## config.mk

```make
export PLATFORM = sky130hd
export DESIGN_NAME = tpbf_queue
export DESIGN_NICKNAME = d
export VERILOG_FILES = /design/src/sv/tpbf_pkg.sv /design/src/sv/tpbf_queue.sv
export SDC_FILE = /design/constraint.sdc
export NUM_CORES = 1
export LEC_CHECK = 0
export BUFFER_PORTS_ARGS = -buffer_cell sky130_fd_sc_hd__buf_4
export CORE_MARGIN = 1.5
export CORE_UTILIZATION = 31
export CTS_BUF_LIST = sky130_fd_sc_hd__clkbuf_8
export DETAILED_ROUTE_END_ITERATION = 16
export SLEW_MARGIN = 20
export SYNTH_ARGS = -nofsm -noshare
export SYNTH_HDL_FRONTEND = slang
export SYNTH_SLANG_ARGS = --single-unit
```

## constraint.sdc

```tcl
create_clock -name clk_i -period 5.42 [get_ports clk_i]
set_input_delay 0.542 -clock clk_i [delete_from_list [all_inputs] [get_ports clk_i]]
set_output_delay 0.542 -clock clk_i [all_outputs]
set_load 0.02 [all_outputs]
```

## src/sv/tpbf_pkg.sv

```systemverilog
// Package for the temporal pixel blend filter.
// Holds sizes, codes, and the types shared by the front, queue and back modules.
package tpbf_pkg;

  localparam int FRAME_BYTES = 16384;
  localparam int MAX_FRAMES  = 10;
  localparam int RING_SLOTS  = MAX_FRAMES - 1;

  localparam int ADDR_W = (FRAME_BYTES > 1) ? $clog2(FRAME_BYTES) : 1;
  localparam int POS_W  = $clog2(FRAME_BYTES + 1);
  localparam int SLOT_W = (RING_SLOTS > 1) ? $clog2(RING_SLOTS) : 1;
  localparam int N_W    = $clog2(MAX_FRAMES + 1);
  localparam int IDX_W  = $clog2(MAX_FRAMES);
  localparam int SUM_W  = $clog2(MAX_FRAMES * 255 + 1);
  localparam int STEP_W = $clog2(((MAX_FRAMES > SUM_W) ? MAX_FRAMES : SUM_W) + 1);

  localparam int Q_DEPTH = 4;
  localparam int QPTR_W  = $clog2(Q_DEPTH);
  localparam int QLVL_W  = $clog2(Q_DEPTH + 1);

  localparam int CFG_IDX_W  = 2;
  localparam int CFG_DATA_W = 4;
  localparam int FLEN_W     = 4;
  localparam int MODE_W     = 2;

  typedef enum logic [MODE_W-1:0] {
    MODE_MEAN   = 2'd0,
    MODE_MEDIAN = 2'd1,
    MODE_MAX    = 2'd2,
    MODE_MIN    = 2'd3
  } blend_mode_e;

  typedef enum logic [CFG_IDX_W-1:0] {
    REG_FRAME_LENGTH   = 2'd0,
    REG_BLEND_MODE     = 2'd1,
    REG_FILTER_ENABLED = 2'd2
  } cfg_reg_e;

  typedef struct packed {
    logic [FLEN_W-1:0] frame_length;
    blend_mode_e       mode;
    logic              enabled;
  } cfg_t;

  // One classified byte: the current byte in lane 0, past frames after it,
  // unused lanes padded with 255 so they sort to the top.
  typedef struct packed {
    logic [MAX_FRAMES-1:0][7:0] vals;
    logic [N_W-1:0]             count;
    blend_mode_e                mode;
    logic                       bypass;
    logic                       last;
  } blend_entry_t;

endpackage

```

## src/sv/tpbf_queue.sv

```systemverilog
// Short queue between front and back of the temporal pixel blend filter.
// Uses tpbf_pkg for the entry type and depth.
module tpbf_queue (
  input  logic                        clk_i,
  input  logic                        rst_ni,
  input  logic                        push_i,
  input  tpbf_pkg::blend_entry_t      entry_i,
  input  logic                        pop_i,
  output tpbf_pkg::blend_entry_t      entry_o,
  output logic [tpbf_pkg::QLVL_W-1:0] level_o
);

  tpbf_pkg::blend_entry_t          slots_q [tpbf_pkg::Q_DEPTH];
  logic [tpbf_pkg::QPTR_W-1:0]     wr_q, rd_q;
  logic [tpbf_pkg::QLVL_W-1:0]     level_q;

  always_ff @(posedge clk_i or negedge rst_ni) begin
    if (!rst_ni) begin
      wr_q    <= '0;
      rd_q    <= '0;
      level_q <= '0;
    end else begin
      if (push_i) begin
        wr_q <= wr_q + 1'b1;
      end
      if (pop_i) begin
        rd_q <= rd_q + 1'b1;
      end
      level_q <= level_q + tpbf_pkg::QLVL_W'(push_i) - tpbf_pkg::QLVL_W'(pop_i);
    end
  end

  always_ff @(posedge clk_i) begin
    if (push_i) begin
      slots_q[wr_q] <= entry_i;
    end
  end

  assign entry_o = slots_q[rd_q];
  assign level_o = level_q;

  a_no_overflow: assert property (@(posedge clk_i) disable iff (!rst_ni)
    push_i |-> (level_q < tpbf_pkg::QLVL_W'(tpbf_pkg::Q_DEPTH)))
    else $error("queue push while full");
  a_no_underflow: assert property (@(posedge clk_i) disable iff (!rst_ni)
    pop_i |-> (level_q != '0))
    else $error("queue pop while empty");
  a_level_up: assert property (@(posedge clk_i) disable iff (!rst_ni)
    (push_i && !pop_i) |=> (level_q == $past(level_q) + 1'b1))
    else $error("queue level lost a push");

endmodule

```

# After elaboration in Yosys (flattened, before gate mapping)
# Memories as Yosys holds them, arrays and structs flattened.
# Cells that the tools add are included.
# word_totals
reg_bits	7
latchBits	0
ram_bits	352
mem_bits_ro	0
inputBits	92
output_inout_bits	91
wordCells	10
mem_count	1
# op_classes
addsub	4
mul	0
n_div	0
order_cmp	0
n_eq_ne	0
shift	0
muxes	2
bitwise	0
reduce_logical	0
# memory_table
memory	depth	width	read_ports	rd_ports_with_merged_regs	write_ports	line	source
slots_q	4	88	1	0	1	tpbf_queue.sv:13	tpbf_pkg::blend_entry_t slots_q [tpbf_pkg::Q_DEPTH];
# op_table
op	count
$add 2x1->2 const B	2
$add 3x1->3	1
$sub 3x1->3	1
$mux 1	2

# Longest topological paths before layout
# depth
depth_word	2
mapped_depth	7
ltp_nobuf	7

# Worst setup path after synthesis
# No wires, ideal clock.
# synth_timing
path_type	register to register
start	register wr_q[0] (netlist name)
end	memory slots_q[0][0] (netlist name) (enable)
setup_ns	0.456
t_arrival_ns	2.663
t_required_ns	4.964
slack_ns	2.301
stages_incl_launch_ff	4
n_path_buf	0
period_less_slack_ns	3.119
path_cell_list	dfrtp_1 -> inv_1 -> ha_1 -> and2_1
# synth_rtl
element	line	source
start: declaration	tpbf_queue.sv:14	logic [tpbf_pkg::QPTR_W-1:0] wr_q, rd_q;
start signal: assignment	tpbf_queue.sv:24	wr_q <= wr_q + 1'b1;
end: declaration	tpbf_queue.sv:13	
# No word-level cell before the write port.

==> reports/summary.md <==
### Status
• finished clean — outcome

### Worst setup path
• rd_q[0] — startpoint of the worst setup timing path
• flip-flop to output port — CP Class
• flip-flop — startpoint types
• wr_q[0] — worst reg2reg startpoint
• output port — critical path endpoint category
• 4.88 ns — required time at the endpoint of the critical path
• 2.89 ns — CP arrival
• slots_q[0][74] — worst reg2reg path endpoint
• 50 — critical path peak fanout
• 2.99 ns — register-to-register path setup slack
• 4 — reg2reg path depth

### Global route
• 0 — initial antenna violation count
• 6,663 — number of global-route vias before repair
• 39.2 mm — wire length of the first global-routing pass
• 0 — grt ovf
• 12.0% — global routing usage summed across all routing layers
• 60 — maximum number of pins on one net before global-route repair
• met2 — GRT busiest layer
• 19.8% — Global Route met2 Usage
• 3.88% — met3 usage
• 14.3% — met1 usage

### Finish
• sky130_fd_sc_hd__edfxtp_1 — most common library cell in the layout ignoring fill and taps
• 0 — diode count
• 10,800 sq um — Sequential Area
• 2170 sq um — area used by multi-input combinational logic
• 823 — final-stage net count
• 3,795 — layout filler cell count
• 352 x sky130_fd_sc_hd__edfxtp_1, 188 x sky130_fd_sc_hd__buf_4, 88 x sky130_fd_sc_hd__mux4_2, 65 x sky130_fd_sc_hd__clkbuf_8, 28 x sky130_fd_sc_hd__inv_1 — highest-count cells in the layout ignoring fill and taps
• 38.7% — Util after Layout
• 47.2% — share of final-layout standard cells stronger than drive strength 1
• 23.3% — area growth from synthesis to layout

### Logic synthesis
• 0 — warnings from Yosys
• 26.8 sq um — Avg Inst Size Synth
• 81.6% — share of synthesized area occupied by flip-flops and latches
• 492 — number of standard cells after synthesis
• 359 — number of flip-flops and latches in the synthesized netlist
• 15 — library cells used by synthesis
• 13,200 sq um — Post-Synthesis Cell Area
• 591 — net count of the mapped netlist

### Clock tree
• 2 — H-Tree Depth
• 0.06 ns — clock transition at the register clock pins on the worst setup and hold paths after CTS
• 0.63 ns — Worst-Skew Late Latency
• 0 — cells resized by post-CTS repair
• 1 — CTS Hold Buffers Added
• 0 — total setup buffers inserted after CTS
• 3 — Bufs on Longest Clock Path
• yes — TritonCTS clock tree
• 60 — Num CTS Buffers
• sky130_fd_sc_hd__clkbuf_8 — CTS Root Buffer Type
• 359 — clock sinks

### Flow run
• 0 — Max-cap violations

### Route
• 7 — number of iterations in the first detailed-routing pass
• 19.5 um — average wire length per cell after detail routing
• 25.6 mm — post-detailed-routing wire length
• 0 — DRC violations left
• 5,919 — Vias
• 4.51 — via density per instance
• 342 — DRC marker count from the first detailed-route iteration
• 0 — number of antenna-violating nets in the routed design

### Placement
• 182 — count of buffers inserted at the top-level ports
• 14.5 mm — DP Wirelength
• 2.51 ns — worst setup slack after placement
• 0.661 — global placer's final weighted congestion

### Die
• 183 — number of top-level pins
• 209 um — die width
• 31.4% — starting density of the core
• 41,900 sq um — total core area
• 43,700 sq um — die outline area
• 75 — number of core rows
• 209 um — Die Height

### Timing
• 1.99 ns — setup ws final
• 0.101 ns — worst hold slack
• 3.43 ns — post-layout min period
• 1.03 ns — actual transition at the worst max-transition pin
• no — RSZ-0062 raised after global routing
• 0 — count of endpoints failing hold in the final timing report
• 0 — setup violators final
• 0.292 GHz — Highest Clock Rate
• 0 ns — setup TNS
• 63.3% — post-route fraction of the period consumed by the critical path
• 0.0207 ns — clk_skew
• 31.1% — Max-Slew Margin vs Limit
• 0 — final number of max-transition violations

### Power and ir drop
• 32.3% — combinational share of power
• 2.86 mW — switching pwr
• 560 nW/um^2 — power per cell area
• 25.4% — proportion of power drawn by the clock network
• 31.5% — switch share
• 6.22 mW — P_int
• 5.60 nW — leak pwr
• 294 uV — peak supply drop
• 42.3% — sequential group share of total power
• 9.09 mW — total power after layout

### Min path
• rd_q[0] — endpoint of the worst hold path
• input port to flip-flop — worst hold path class
• pop_i — startpoint of the most critical hold path
• 2 — cell depth of the worst hold path

flip-flops by register name, summed over array words and instances, names as in the netlist:
signal	flops
level_o	3
rd_q	2
slots_q	352
wr_q	2
synth_stat cells:
cell | number | area share, %
sky130_fd_sc_hd__and2_1 | 4 | 0.19
sky130_fd_sc_hd__buf_12 | 9 | 1.4
sky130_fd_sc_hd__buf_2 | 9 | 0.34
sky130_fd_sc_hd__buf_4 | 1 | 0.057
sky130_fd_sc_hd__buf_6 | 1 | 0.085
sky130_fd_sc_hd__dfrtp_1 | 7 | 1.3
sky130_fd_sc_hd__edfxtp_1 | 352 | 80
sky130_fd_sc_hd__fa_1 | 1 | 0.15
sky130_fd_sc_hd__ha_1 | 6 | 0.57
sky130_fd_sc_hd__inv_1 | 6 | 0.17
sky130_fd_sc_hd__mux4_2 | 88 | 15
sky130_fd_sc_hd__nand2_1 | 2 | 0.057
sky130_fd_sc_hd__o21ai_0 | 1 | 0.038
sky130_fd_sc_hd__xnor2_1 | 3 | 0.20
sky130_fd_sc_hd__xor2_1 | 2 | 0.13
logic make-up after synthesis:
logic type	after synthesis	synth area share, %
AOI/OAI and AO/OA	1	0.0380
xor gates and xnor gates	5	0.333
adders and majority gates	7	0.722
buffers and inverters	26	2.02
DFF	359	81.6
muxes	88	15.0
and+or+nand+nor	6	0.247
stage by stage:
step	cell area (sq um)	cells
2_1_floorplan	13200	492
3_3_place_gp	15000	1200
3_5_place_dp	15000	1200
4_1_cts	16200	1313
5_1_grt	16200	1313
6_report	16200	1313
power by group through the flow:
stage / registers (mW) / logic, mW / clock network, mW
after floorplan: 3.81 / 2.05 / 0
after global placement: 3.89 / 3.00 / 0
after detailed placement: 3.91 / 3.02 / 0
after global routing: 3.90 / 3.14 / 2.52
final: 3.84 / 2.93 / 2.31
after CTS: 3.86 / 3.03 / 2.40
area by class of cell:
cell class	count	area share (%)
flip-flops and latches	359	66.2
multi-input cells	107	13.4
repair buffers	190	8.88
clock buffers	65	5.51
well taps	539	4.15
clock inverters	47	1.72
inverters	6	0.139
how the worst max path moves through the flow:
stage,end,slack (ns),cells past startpoint
2_1_floorplan,slots_q[0][0],2.30,3
3_3_place_gp,entry_o[64],2.53,3
3_5_place_dp,entry_o[64],2.51,3
4_1_cts,entry_o[71],1.77,3
5_1_grt,entry_o[71],1.70,3
6_report,entry_o[71],1.99,3
critical path, stage by stage, from the launching register on:
cell and delay (ns):
sky130_fd_sc_hd__dfrtp_4 1.00, sky130_fd_sc_hd__buf_12 0.46, sky130_fd_sc_hd__mux4_2 0.58, sky130_fd_sc_hd__buf_4 0.17
layer usage:
| metal | wire length, um | vias up |
|---|---|---|
| met5 | 0 | - |
| met4 | 768 | 0 |
| met3 | 1690 | 64 |
| met2 | 12600 | 171 |
| met1 | 10600 | 3091 |
| li1 | - | 2593 |
(Power assumes the default switching activity.)
