### config.mk
export PLATFORM = sky130hd
export DESIGN_NAME = tpbf_back_flat
export DESIGN_NICKNAME = d
export VERILOG_FILES = /design/src/sv/tpbf_pkg.sv /design/src/sv/tpbf_blend_if.sv /design/src/sv/tpbf_back.sv /design/src/flat_wrapper.sv
export SDC_FILE = /design/constraint.sdc
export NUM_CORES = 1
export LEC_CHECK = 0
export BUFFER_PORTS_ARGS = -buffer_cell sky130_fd_sc_hd__buf_4
export CELL_PAD_IN_SITES_DETAIL_PLACEMENT = 1
export CELL_PAD_IN_SITES_GLOBAL_PLACEMENT = 1
export CORE_ASPECT_RATIO = 0.5
export CORE_UTILIZATION = 49
export CTS_BUF_LIST = sky130_fd_sc_hd__clkbuf_2 sky130_fd_sc_hd__clkbuf_4 sky130_fd_sc_hd__clkbuf_8
export DETAILED_ROUTE_END_ITERATION = 12
export GPL_ROUTABILITY_DRIVEN = 1
export PLACE_DENSITY_LB_ADDON = 0.1
export SYNTH_ARGS = -nofsm -noshare
export SYNTH_HDL_FRONTEND = slang
export SYNTH_SLANG_ARGS = --single-unit
### constraint.sdc
create_clock -name clk_i -period 5 [get_ports clk_i]
set_input_delay 0.25 -clock clk_i [delete_from_list [all_inputs] [get_ports clk_i]]
set_output_delay 0.25 -clock clk_i [all_outputs]
set_load 0.01 [all_outputs]
### src/sv/tpbf_pkg.sv
// Package for the temporal pixel blend filter.
// Holds sizes, codes, and the types shared by the front, queue and back modules.
package tpbf_pkg;

  localparam int FRAME_BYTES = 16384;
  localparam int MAX_FRAMES  = 10;
  localparam int RING_SLOTS  = MAX_FRAMES - 1;

  localparam int ADDR_W = (FRAME_BYTES > 1) ? $clog2(FRAME_BYTES) : 1;
  localparam int POS_W  = $clog2(FRAME_BYTES + 1);
  localparam int SLOT_W = (RING_SLOTS > 1) ? $clog2(RING_SLOTS) : 1;
  localparam int N_W    = $clog2(MAX_FRAMES + 1);
  localparam int IDX_W  = $clog2(MAX_FRAMES);
  localparam int SUM_W  = $clog2(MAX_FRAMES * 255 + 1);
  localparam int STEP_W = $clog2(((MAX_FRAMES > SUM_W) ? MAX_FRAMES : SUM_W) + 1);

  localparam int Q_DEPTH = 4;
  localparam int QPTR_W  = $clog2(Q_DEPTH);
  localparam int QLVL_W  = $clog2(Q_DEPTH + 1);

  localparam int CFG_IDX_W  = 2;
  localparam int CFG_DATA_W = 4;
  localparam int FLEN_W     = 4;
  localparam int MODE_W     = 2;

  typedef enum logic [MODE_W-1:0] {
    MODE_MEAN   = 2'd0,
    MODE_MEDIAN = 2'd1,
    MODE_MAX    = 2'd2,
    MODE_MIN    = 2'd3
  } blend_mode_e;

  typedef enum logic [CFG_IDX_W-1:0] {
    REG_FRAME_LENGTH   = 2'd0,
    REG_BLEND_MODE     = 2'd1,
    REG_FILTER_ENABLED = 2'd2
  } cfg_reg_e;

  typedef struct packed {
    logic [FLEN_W-1:0] frame_length;
    blend_mode_e       mode;
    logic              enabled;
  } cfg_t;

  // One classified byte: the current byte in lane 0, past frames after it,
  // unused lanes padded with 255 so they sort to the top.
  typedef struct packed {
    logic [MAX_FRAMES-1:0][7:0] vals;
    logic [N_W-1:0]             count;
    blend_mode_e                mode;
    logic                       bypass;
    logic                       last;
  } blend_entry_t;

endpackage

### src/sv/tpbf_blend_if.sv
// Output channel of the temporal pixel blend filter: one blended byte per beat.
// Depends on nothing.
interface tpbf_blend_if;
  logic       valid;
  logic       ready;
  logic [7:0] blended_byte;
  logic       frame_end_out;

  modport source (output valid, output blended_byte, output frame_end_out, input ready);
  modport sink   (input valid, input blended_byte, input frame_end_out, output ready);
endinterface

### src/sv/tpbf_back.sv
// Back of the temporal pixel blend filter: sorts, then picks or (mean) sums and
// divides, one entry at a time, and holds the result on blend_o. Uses tpbf_pkg.
module tpbf_back (
  input  logic                   clk_i,
  input  logic                   rst_ni,
  input  logic                   q_valid_i,
  input  tpbf_pkg::blend_entry_t entry_i,
  output logic                   pop_o,
  tpbf_blend_if.source           blend_o
);

  typedef enum logic [4:0] {
    ST_IDLE = 5'b00001,
    ST_SORT = 5'b00010,
    ST_SUM  = 5'b00100,
    ST_DIV  = 5'b01000,
    ST_HOLD = 5'b10000
  } back_state_e;

  back_state_e                     state_q, state_d;
  logic [tpbf_pkg::MAX_FRAMES-1:0][7:0] s_q, s_d, s_pass;
  logic [tpbf_pkg::N_W-1:0]        n_q, n_d;
  tpbf_pkg::blend_mode_e           mode_q, mode_d;
  logic                            last_q, last_d;
  logic [tpbf_pkg::SUM_W-1:0]      sum_q, sum_d;
  logic [tpbf_pkg::N_W-1:0]        rem_q, rem_d;
  logic [7:0]                      quo_q, quo_d;
  logic [tpbf_pkg::STEP_W-1:0]     step_q, step_d;
  logic [7:0]                      res_q, res_d;

  logic [tpbf_pkg::N_W:0]          shifted;
  logic                            ge;
  logic [tpbf_pkg::N_W-1:0]        half;
  logic [8:0]                      mid_sum;
  logic [7:0]                      pick;

  // One odd-even transposition pass; step parity selects the pairing.
  always_comb begin
    s_pass = s_q;
    for (int i = 0; i + 1 < tpbf_pkg::MAX_FRAMES; i++) begin
      if ((i & 1) == int'(step_q[0])) begin
        if (s_q[i] > s_q[i+1]) begin
          s_pass[i]   = s_q[i+1];
          s_pass[i+1] = s_q[i];
        end
      end
    end
  end

  always_comb begin
    half    = n_q >> 1;
    mid_sum = {1'b0, s_q[tpbf_pkg::IDX_W'(half - 1'b1)]} + {1'b0, s_q[tpbf_pkg::IDX_W'(half)]};
    case (mode_q)
      tpbf_pkg::MODE_MEDIAN: pick = n_q[0] ? s_q[tpbf_pkg::IDX_W'(half)] : mid_sum[8:1];
      tpbf_pkg::MODE_MAX:    pick = s_q[tpbf_pkg::IDX_W'(n_q - 1'b1)];
      tpbf_pkg::MODE_MIN:    pick = s_q[0];
      default:               pick = s_q[0];
    endcase
    shifted = {rem_q, sum_q[tpbf_pkg::SUM_W-1]};
    ge      = shifted >= {1'b0, n_q};
  end

  always_comb begin
    state_d = state_q;
    s_d     = s_q;
    n_d     = n_q;
    mode_d  = mode_q;
    last_d  = last_q;
    sum_d   = sum_q;
    rem_d   = rem_q;
    quo_d   = quo_q;
    step_d  = step_q;
    res_d   = res_q;
    pop_o   = 1'b0;
    case (state_q)
      ST_IDLE: begin
        if (q_valid_i) begin
          pop_o  = 1'b1;
          s_d    = entry_i.vals;
          n_d    = entry_i.count;
          mode_d = entry_i.mode;
          last_d = entry_i.last;
          step_d = '0;
          if (entry_i.bypass) begin
            res_d   = entry_i.vals[0];
            state_d = ST_HOLD;
          end else begin
            state_d = ST_SORT;
          end
        end
      end
      ST_SORT: begin
        if (step_q == tpbf_pkg::STEP_W'(tpbf_pkg::MAX_FRAMES)) begin
          step_d = '0;
          if (mode_q == tpbf_pkg::MODE_MEAN) begin
            sum_d   = '0;
            state_d = ST_SUM;
          end else begin
            res_d   = pick;
            state_d = ST_HOLD;
          end
        end else begin
          s_d    = s_pass;
          step_d = step_q + 1'b1;
        end
      end
      ST_SUM: begin
        if (step_q < tpbf_pkg::STEP_W'(n_q)) begin
          sum_d = sum_q + tpbf_pkg::SUM_W'(s_q[step_q[tpbf_pkg::IDX_W-1:0]]);
        end
        if (step_q == tpbf_pkg::STEP_W'(tpbf_pkg::MAX_FRAMES - 1)) begin
          rem_d   = '0;
          quo_d   = '0;
          step_d  = tpbf_pkg::STEP_W'(tpbf_pkg::SUM_W - 1);
          state_d = ST_DIV;
        end else begin
          step_d = step_q + 1'b1;
        end
      end
      ST_DIV: begin
        // Restoring division, one quotient bit per cycle.
        rem_d = ge ? tpbf_pkg::N_W'(shifted - {1'b0, n_q}) : tpbf_pkg::N_W'(shifted);
        quo_d = {quo_q[6:0], ge};
        sum_d = sum_q << 1;
        if (step_q == '0) begin
          res_d   = quo_d;
          state_d = ST_HOLD;
        end else begin
          step_d = step_q - 1'b1;
        end
      end
      ST_HOLD: begin
        if (blend_o.ready) begin
          state_d = ST_IDLE;
        end
      end
      default: state_d = ST_IDLE;
    endcase
  end

  always_ff @(posedge clk_i or negedge rst_ni) begin
    if (!rst_ni) begin
      state_q <= ST_IDLE;
    end else begin
      state_q <= state_d;
    end
  end

  always_ff @(posedge clk_i) begin
    s_q    <= s_d;
    n_q    <= n_d;
    mode_q <= mode_d;
    last_q <= last_d;
    sum_q  <= sum_d;
    rem_q  <= rem_d;
    quo_q  <= quo_d;
    step_q <= step_d;
    res_q  <= res_d;
  end

  assign blend_o.valid         = (state_q == ST_HOLD);
  assign blend_o.blended_byte  = res_q;
  assign blend_o.frame_end_out = last_q;

endmodule

### src/flat_wrapper.sv
// flat-port wrapper written by rule: the top's interface ports become plain ports
module tpbf_back_flat 
  (clk_i, rst_ni, q_valid_i, entry_i, pop_o, blend_o_valid, blend_o_blended_byte, blend_o_frame_end_out, blend_o_ready);
  tpbf_blend_if blend_o_i ();
  input  logic clk_i;
  input  logic rst_ni;
  input  logic q_valid_i;
  input  tpbf_pkg::blend_entry_t entry_i;
  output logic pop_o;
  output wire logic [$bits(blend_o_i.valid)-1:0] blend_o_valid;
  output wire logic [$bits(blend_o_i.blended_byte)-1:0] blend_o_blended_byte;
  output wire logic [$bits(blend_o_i.frame_end_out)-1:0] blend_o_frame_end_out;
  input wire logic [$bits(blend_o_i.ready)-1:0] blend_o_ready;
  assign blend_o_valid = blend_o_i.valid;
  assign blend_o_blended_byte = blend_o_i.blended_byte;
  assign blend_o_frame_end_out = blend_o_i.frame_end_out;
  assign blend_o_i.ready = blend_o_ready;
  tpbf_back u_core (.clk_i(clk_i), .rst_ni(rst_ni), .q_valid_i(q_valid_i), .entry_i(entry_i), .pop_o(pop_o), .blend_o(blend_o_i));
endmodule
Yosys cells after proc, flatten, opt, wreduce, memory -nomap -nowiden

Cells that the tools add are included.

Flip-flop bits (word level): 127
Input bits: 92
Output and inout bits: 11
Word-level logic and storage cells: 141

Add/sub/neg operators: 7
$lt $le $gt $ge: 15
Equal/unequal tests: 23
Mux-type cells: 61
Reduce and logical (&&, ||, !) cells: 16

Operator list:

| operator             | number |
|---|---|
| $mux W16             | 18 |
| $mux W80             | 2 |
| $pmux W80 S2         | 1 |
| $bmux W8 S4          | 3 |
| $mux W8              | 10 |
| $gt A8 B8 Y1         | 9 |
| $mux W12             | 3 |
| $pmux W12 S3         | 1 |
| $mux W5              | 7 |
| $pmux W5 S5          | 1 |
| $bmux W8 S3          | 1 |
| $mux W4              | 6 |
| $pmux W8 S3          | 1 |
| $ne A2 B1 Y1 const B | 8 |
| $pmux W4 S4          | 1 |
| $pmux W8 S2          | 1 |
| $lt A4 B5 Y1 const B | 3 |
| $reduce_and A5 Y1    | 3 |
| $pmux W7 S2          | 1 |
| $add A12 B8 Y12      | 1 |
| $ne A2 B2 Y1 const B | 6 |
| $add A8 B8 Y9        | 1 |
| $eq A4 B4 Y1 const B | 2 |
| $pmux W4 S2          | 1 |
| 25 further kinds     | 31 |

Depth between registers and ports, before layout

Depth after elaboration: 21
Mapped depth: 19
Gate-level depth less buffers: 17

Least setup slack after synthesis

OpenSTA, ideal clock, no wires.

Path type: reg2reg
Start: register u_core.n_q[1] (netlist name)
End: register u_core.sum_q[0] (netlist name), enable pin
Library setup time: 0.449 ns
Arrival time: 3.794 ns
Data required time: 4.551 ns
Path slack: 0.757 ns
Stages on the path, launching flop included: 10
Path buffers: 2
Period minus slack after synthesis: 4.243 ns
Path through: edfxtp_1 buf_2 buf_2 inv_1 ha_1 a21boi_0 o21a_1 o21ai_0 nand2b_1 a2111oi_0

Longest elaborated chain between the ends: 3

RTL lines:

| what                               | RTL line         | RTL |
|---|---|---|
| start: declaration                 | tpbf_back.sv:22  | `logic [tpbf_pkg::N_W-1:0] n_q, n_d;` |
| start signal: assignment           | tpbf_back.sv:151 | `n_q <= n_d;` |
| $lt A4 B4 Y1                       | tpbf_back.sv:108 | `if (step_q < tpbf_pkg::STEP_W'(n_q)) begin` |
| $ne A2 B1 Y1 (no source line)      | n/a              |  |
| $reduce_and A4 Y1 (no source line) | n/a              |  |
| end signal: assignment             | tpbf_back.sv:154 | `sum_q <= sum_d;` |
| end: declaration                   | tpbf_back.sv:25  | `logic [tpbf_pkg::SUM_W-1:0] sum_q, sum_d;` |

Every way passes these cells.
A chain may end at the register's enable or synchronous reset.

Worst setup path in the final report

Start: register u_core.step_q[0] (netlist name)
End: register u_core.sum_q[10] (netlist name), data pin

Longest elaborated chain between the ends: 5

RTL lines:

| what                          | RTL line         | RTL |
|---|---|---|
| start: declaration            | tpbf_back.sv:28  | `logic [tpbf_pkg::STEP_W-1:0] step_q, step_d;` |
| start signal: assignment      | tpbf_back.sv:157 | `step_q <= step_d;` |
| $bmux W8 S4                   | tpbf_back.sv:109 | `sum_d = sum_q + tpbf_pkg::SUM_W'(s_q[step_q[tpbf_pkg::IDX_W-1:0]]);` |
| $mux W8 (implied by the code) | tpbf_back.sv:109 |  |
| $add A12 B8 Y12               | tpbf_back.sv:109 |  |
| $mux W12                      | tpbf_back.sv:108 |  |
| $pmux W12 S3                  | tpbf_back.sv:75  | `case (state_q)` |
| via u_core.sum_d (one bit)    | tpbf_back.sv:25  |  |

The timed path passes the listed nets, and every way through them passes these cells. The select of a mux whose other input is x is not followed.

==> qor.yml <==
powerDensity_nw_per_um2: 654
post_cts_buffers: 0
ys_types: 65
final_area_um2: 14100
grt_max_degree: 81
path_delay_family: "compound AO/OA/AOI/OAI gates"
grt_pass1_wl_mm: 66.4
die_y_um: 113
dr.pass1.iters: 5
yosysWarnings: 0
grt_usage_pct: 35.6
start_util_pct: 50.1
dp_cells: 1615
synthMuxAreaShare_pct: 24.5
dpl.hpwl_mm: 33.1
cts_buffer_depth: 2
antenna_left: 0
grt_pass1_vias: 11100
syn-num-nets: 1420
tns_ns: 0
num_rows: 40
io-pin-count: 103
arrival_ns: 4.72
max_freq_mhz: 225
cts_tree: "yes"
vias_per_cell: 6.48
ys.flop_type: "edfxtp_1"
synth.area.top_cells: "edfxtp_1 30%, mux2i_1 12%, mux4_2 12%"
synth_simple_gate_area_share_pct: 10.7
r2r-start: "u_core.step_q[0]$_DFFE_PP_"
synth_edf_count: 122
r2r_end: "u_core.sum_q[10]$_DFFE_PP_"
ys_seq_area_share_pct: 31.4
crit_cells: 16
antenna_found_initial: 1
maxSlewHeadroom_pct: 36.3
worst_pin_slew_ns: 0.948
yosys.area_share.adder_pct: 11.3
syn-instance-count: 1221
grt_overflow_total: 0
setup_viol: 0
synth.most_common_cell: "mux2i_1"
synth_commonest_cells: "150 x mux2i_1, 141 x nand2_1, 122 x edfxtp_1"
start_kind: "flip-flop"
syn-cell-area_um2: 12100
synth-compound-area-share_pct: 14.8
drc: 0
power_uw: 9200
numCtsBuffers: 17
hold_viol: 0
path_common_cell: "o21ai_0"
post_dp_cell_area_um2: 13300
die_w_um: 224
slew_viol_final: 0
crit_start: "u_core.step_q[0]$_DFFE_PP_"
vias: 10900
clk_latency_ns: 0.51
cp_data_required_time_ns: 5.27
critPathMaxFanout: 13
wl_per_cell_um: 26.2
rsz0062_at_grt: "no"
diodes: 0
end_kind: "flip-flop"
status: "finished clean"
path_class: "flip-flop to flip-flop"
synth_top_area_share_pct: 30.4
instances_no_fill: 1690
coreArea_um2: 24100
max_stage_delay_ns: 0.85
synth_top_family_by_area: "multiplexers"
cap_violations: 0
synth_top_cell_by_area: "edfxtp_1"
p_leak_uw: 0.00609
drive_above_1_share_pct: 17.9
crit_chain: "buf_4, mux4_2, a21oi_1, a21oi_1, ha_1, inv_1, fa_1, nor2b_1, o21ai_0, a21boi_0, o21ai_0, a21boi_0, o21ai_0, nand2b_1, a41o_1, a32o_1"
syn2layout_area_growth_pct: 16.5
wl_mm: 44.3
synth_xor_area_share_pct: 1.46
syn_avg_cell_area_um2: 9.89
cts_root_buffer: "clkbuf_8"
irDropWorstVdd_v: 0.000260
dieArea_um2: 25300
clock-sinks: 127
reg2reg_slack_ns: 0.55
finalCriticalPeriod_ns: 4.45
final_nets: 1540
ctsHtreeMaxLevel: 4
drt_iter0_drc: 1070
synth-seq-cells: 127
cpMaxStageDelayCell: "edfxtp_1"
clk_pin_slew_worst_paths_ns: 0.08
synth-async-reset-ratio_pct: 3.94
worst-path-buf-inv: 2
finalCritPeriodShare_pct: 88.9
crit_end: "u_core.sum_q[10]$_DFFE_PP_"
hold_ws_ns: 0.0241
finClkSkew_ns: 0.0122
hp-class: "input port to flip-flop"
r2r_cells: 16
routabilityCongestion: 1.00
port_buffers: 102
[what timing repair did]
action,CTS,global route
endpoints found under the setup margin,0,0
hold endpoints to repair,47,0
gates resized for setup,0,0
hold buffers,43,0
[flip-flops by register name, summed over array words and instances, names as in the netlist]
name                          flops
u_core.s_q                       80
u_core.sum_q                     12
u_core.blend_o.blended_byte       8
u_core.quo_q                      7
u_core.state_q                    5
u_core.n_q                        4
u_core.rem_q                      4
u_core.step_q                     4
u_core.mode_q                     2
u_core.blend_o.frame_end_out      1
[final cells by class]
type / count / area [um^2]
clock buffers: 21 / 264
inverters: 107 / 402
flip-flops and latches: 127 / 3790
clock inverters: 11 / 118
well taps: 336 / 420
multi-input cells: 914 / 7650
fillers: 2646 / 10000
repair buffers: 174 / 1430
[worst register-to-register path, stage by stage (launching register included)]
cell      delay (ns)
edfxtp_1        0.85
buf_4           0.39
mux4_2          0.55
a21oi_1         0.16
a21oi_1         0.11
ha_1            0.28
inv_1           0.08
fa_1            0.22
nor2b_1         0.06
o21ai_0         0.19
a21boi_0        0.15
o21ai_0         0.23
a21boi_0        0.15
o21ai_0         0.20
nand2b_1        0.13
a41o_1          0.26
a32o_1          0.19
[metrics by stage]
| stage | util [%] | setup slack [ns] |
|---|---|---|
| final | 58.4 | 0.554 |
| after global routing | 58.4 | 0.205 |
| after CTS | 58.4 | 0.577 |
| after detailed placement | 55.1 | 0.594 |
| after global placement | 55.1 | 0.752 |
| after floorplan | - | 0.757 |
[cells in the final DEF (no fill, tap or decap), types with 12 or more instances in the layout]
master / count
ha_1: 104
mux2i_1: 150
inv_1: 105
nand4_1: 16
edfxtp_1: 122
nand3_1: 20
o21ai_0: 114
nor2b_1: 12
buf_4: 130
a21oi_1: 67
dlygate4sd3_1: 43
nor2_1: 51
nand2_1: 141
a22o_1: 13
clkbuf_8: 17
a21o_1: 22
mux4_2: 63
[worst min-delay path by stage]
| stage | startpoint | to | cells past startpoint |
|---|---|---|---|
| 2_1_floorplan | rst_ni | u_core.state_q[1]$_DFFE_PN0P_ | 0 |
| 3_3_place_gp | rst_ni | u_core.state_q[4]$_DFFE_PN0P_ | 1 |
| 3_5_place_dp | rst_ni | u_core.state_q[4]$_DFFE_PN0P_ | 1 |
| 4_1_cts | entry_i[75] | u_core.s_q[67]$_DFFE_PP_ | 3 |
| 5_1_grt | entry_i[30] | u_core.s_q[22]$_DFFE_PP_ | 3 |
| 6_report | entry_i[75] | u_core.s_q[67]$_DFFE_PP_ | 3 |
[per-layer routing]
metal	vias to the layer above	track usage, %	share of wire, %
li1	4787	-	-
met5	-	2.28	0.17
met3	71	9.84	11
met1	5502	50.8	44
met4	2	9.54	2.0
met2	582	52.9	43
[logic make-up after synthesis]
logic type	after synthesis
simple gates	285
flops	127
mux	215
xor+xnor	18
compound gates	289
fa+ha+maj	107
buf+inv	180
[where the power goes]
group          switching (uW)  internal (uW)
clock                     477            459
combinational            3420           2500
sequential                686           1650
(Power assumes the default switching activity.)
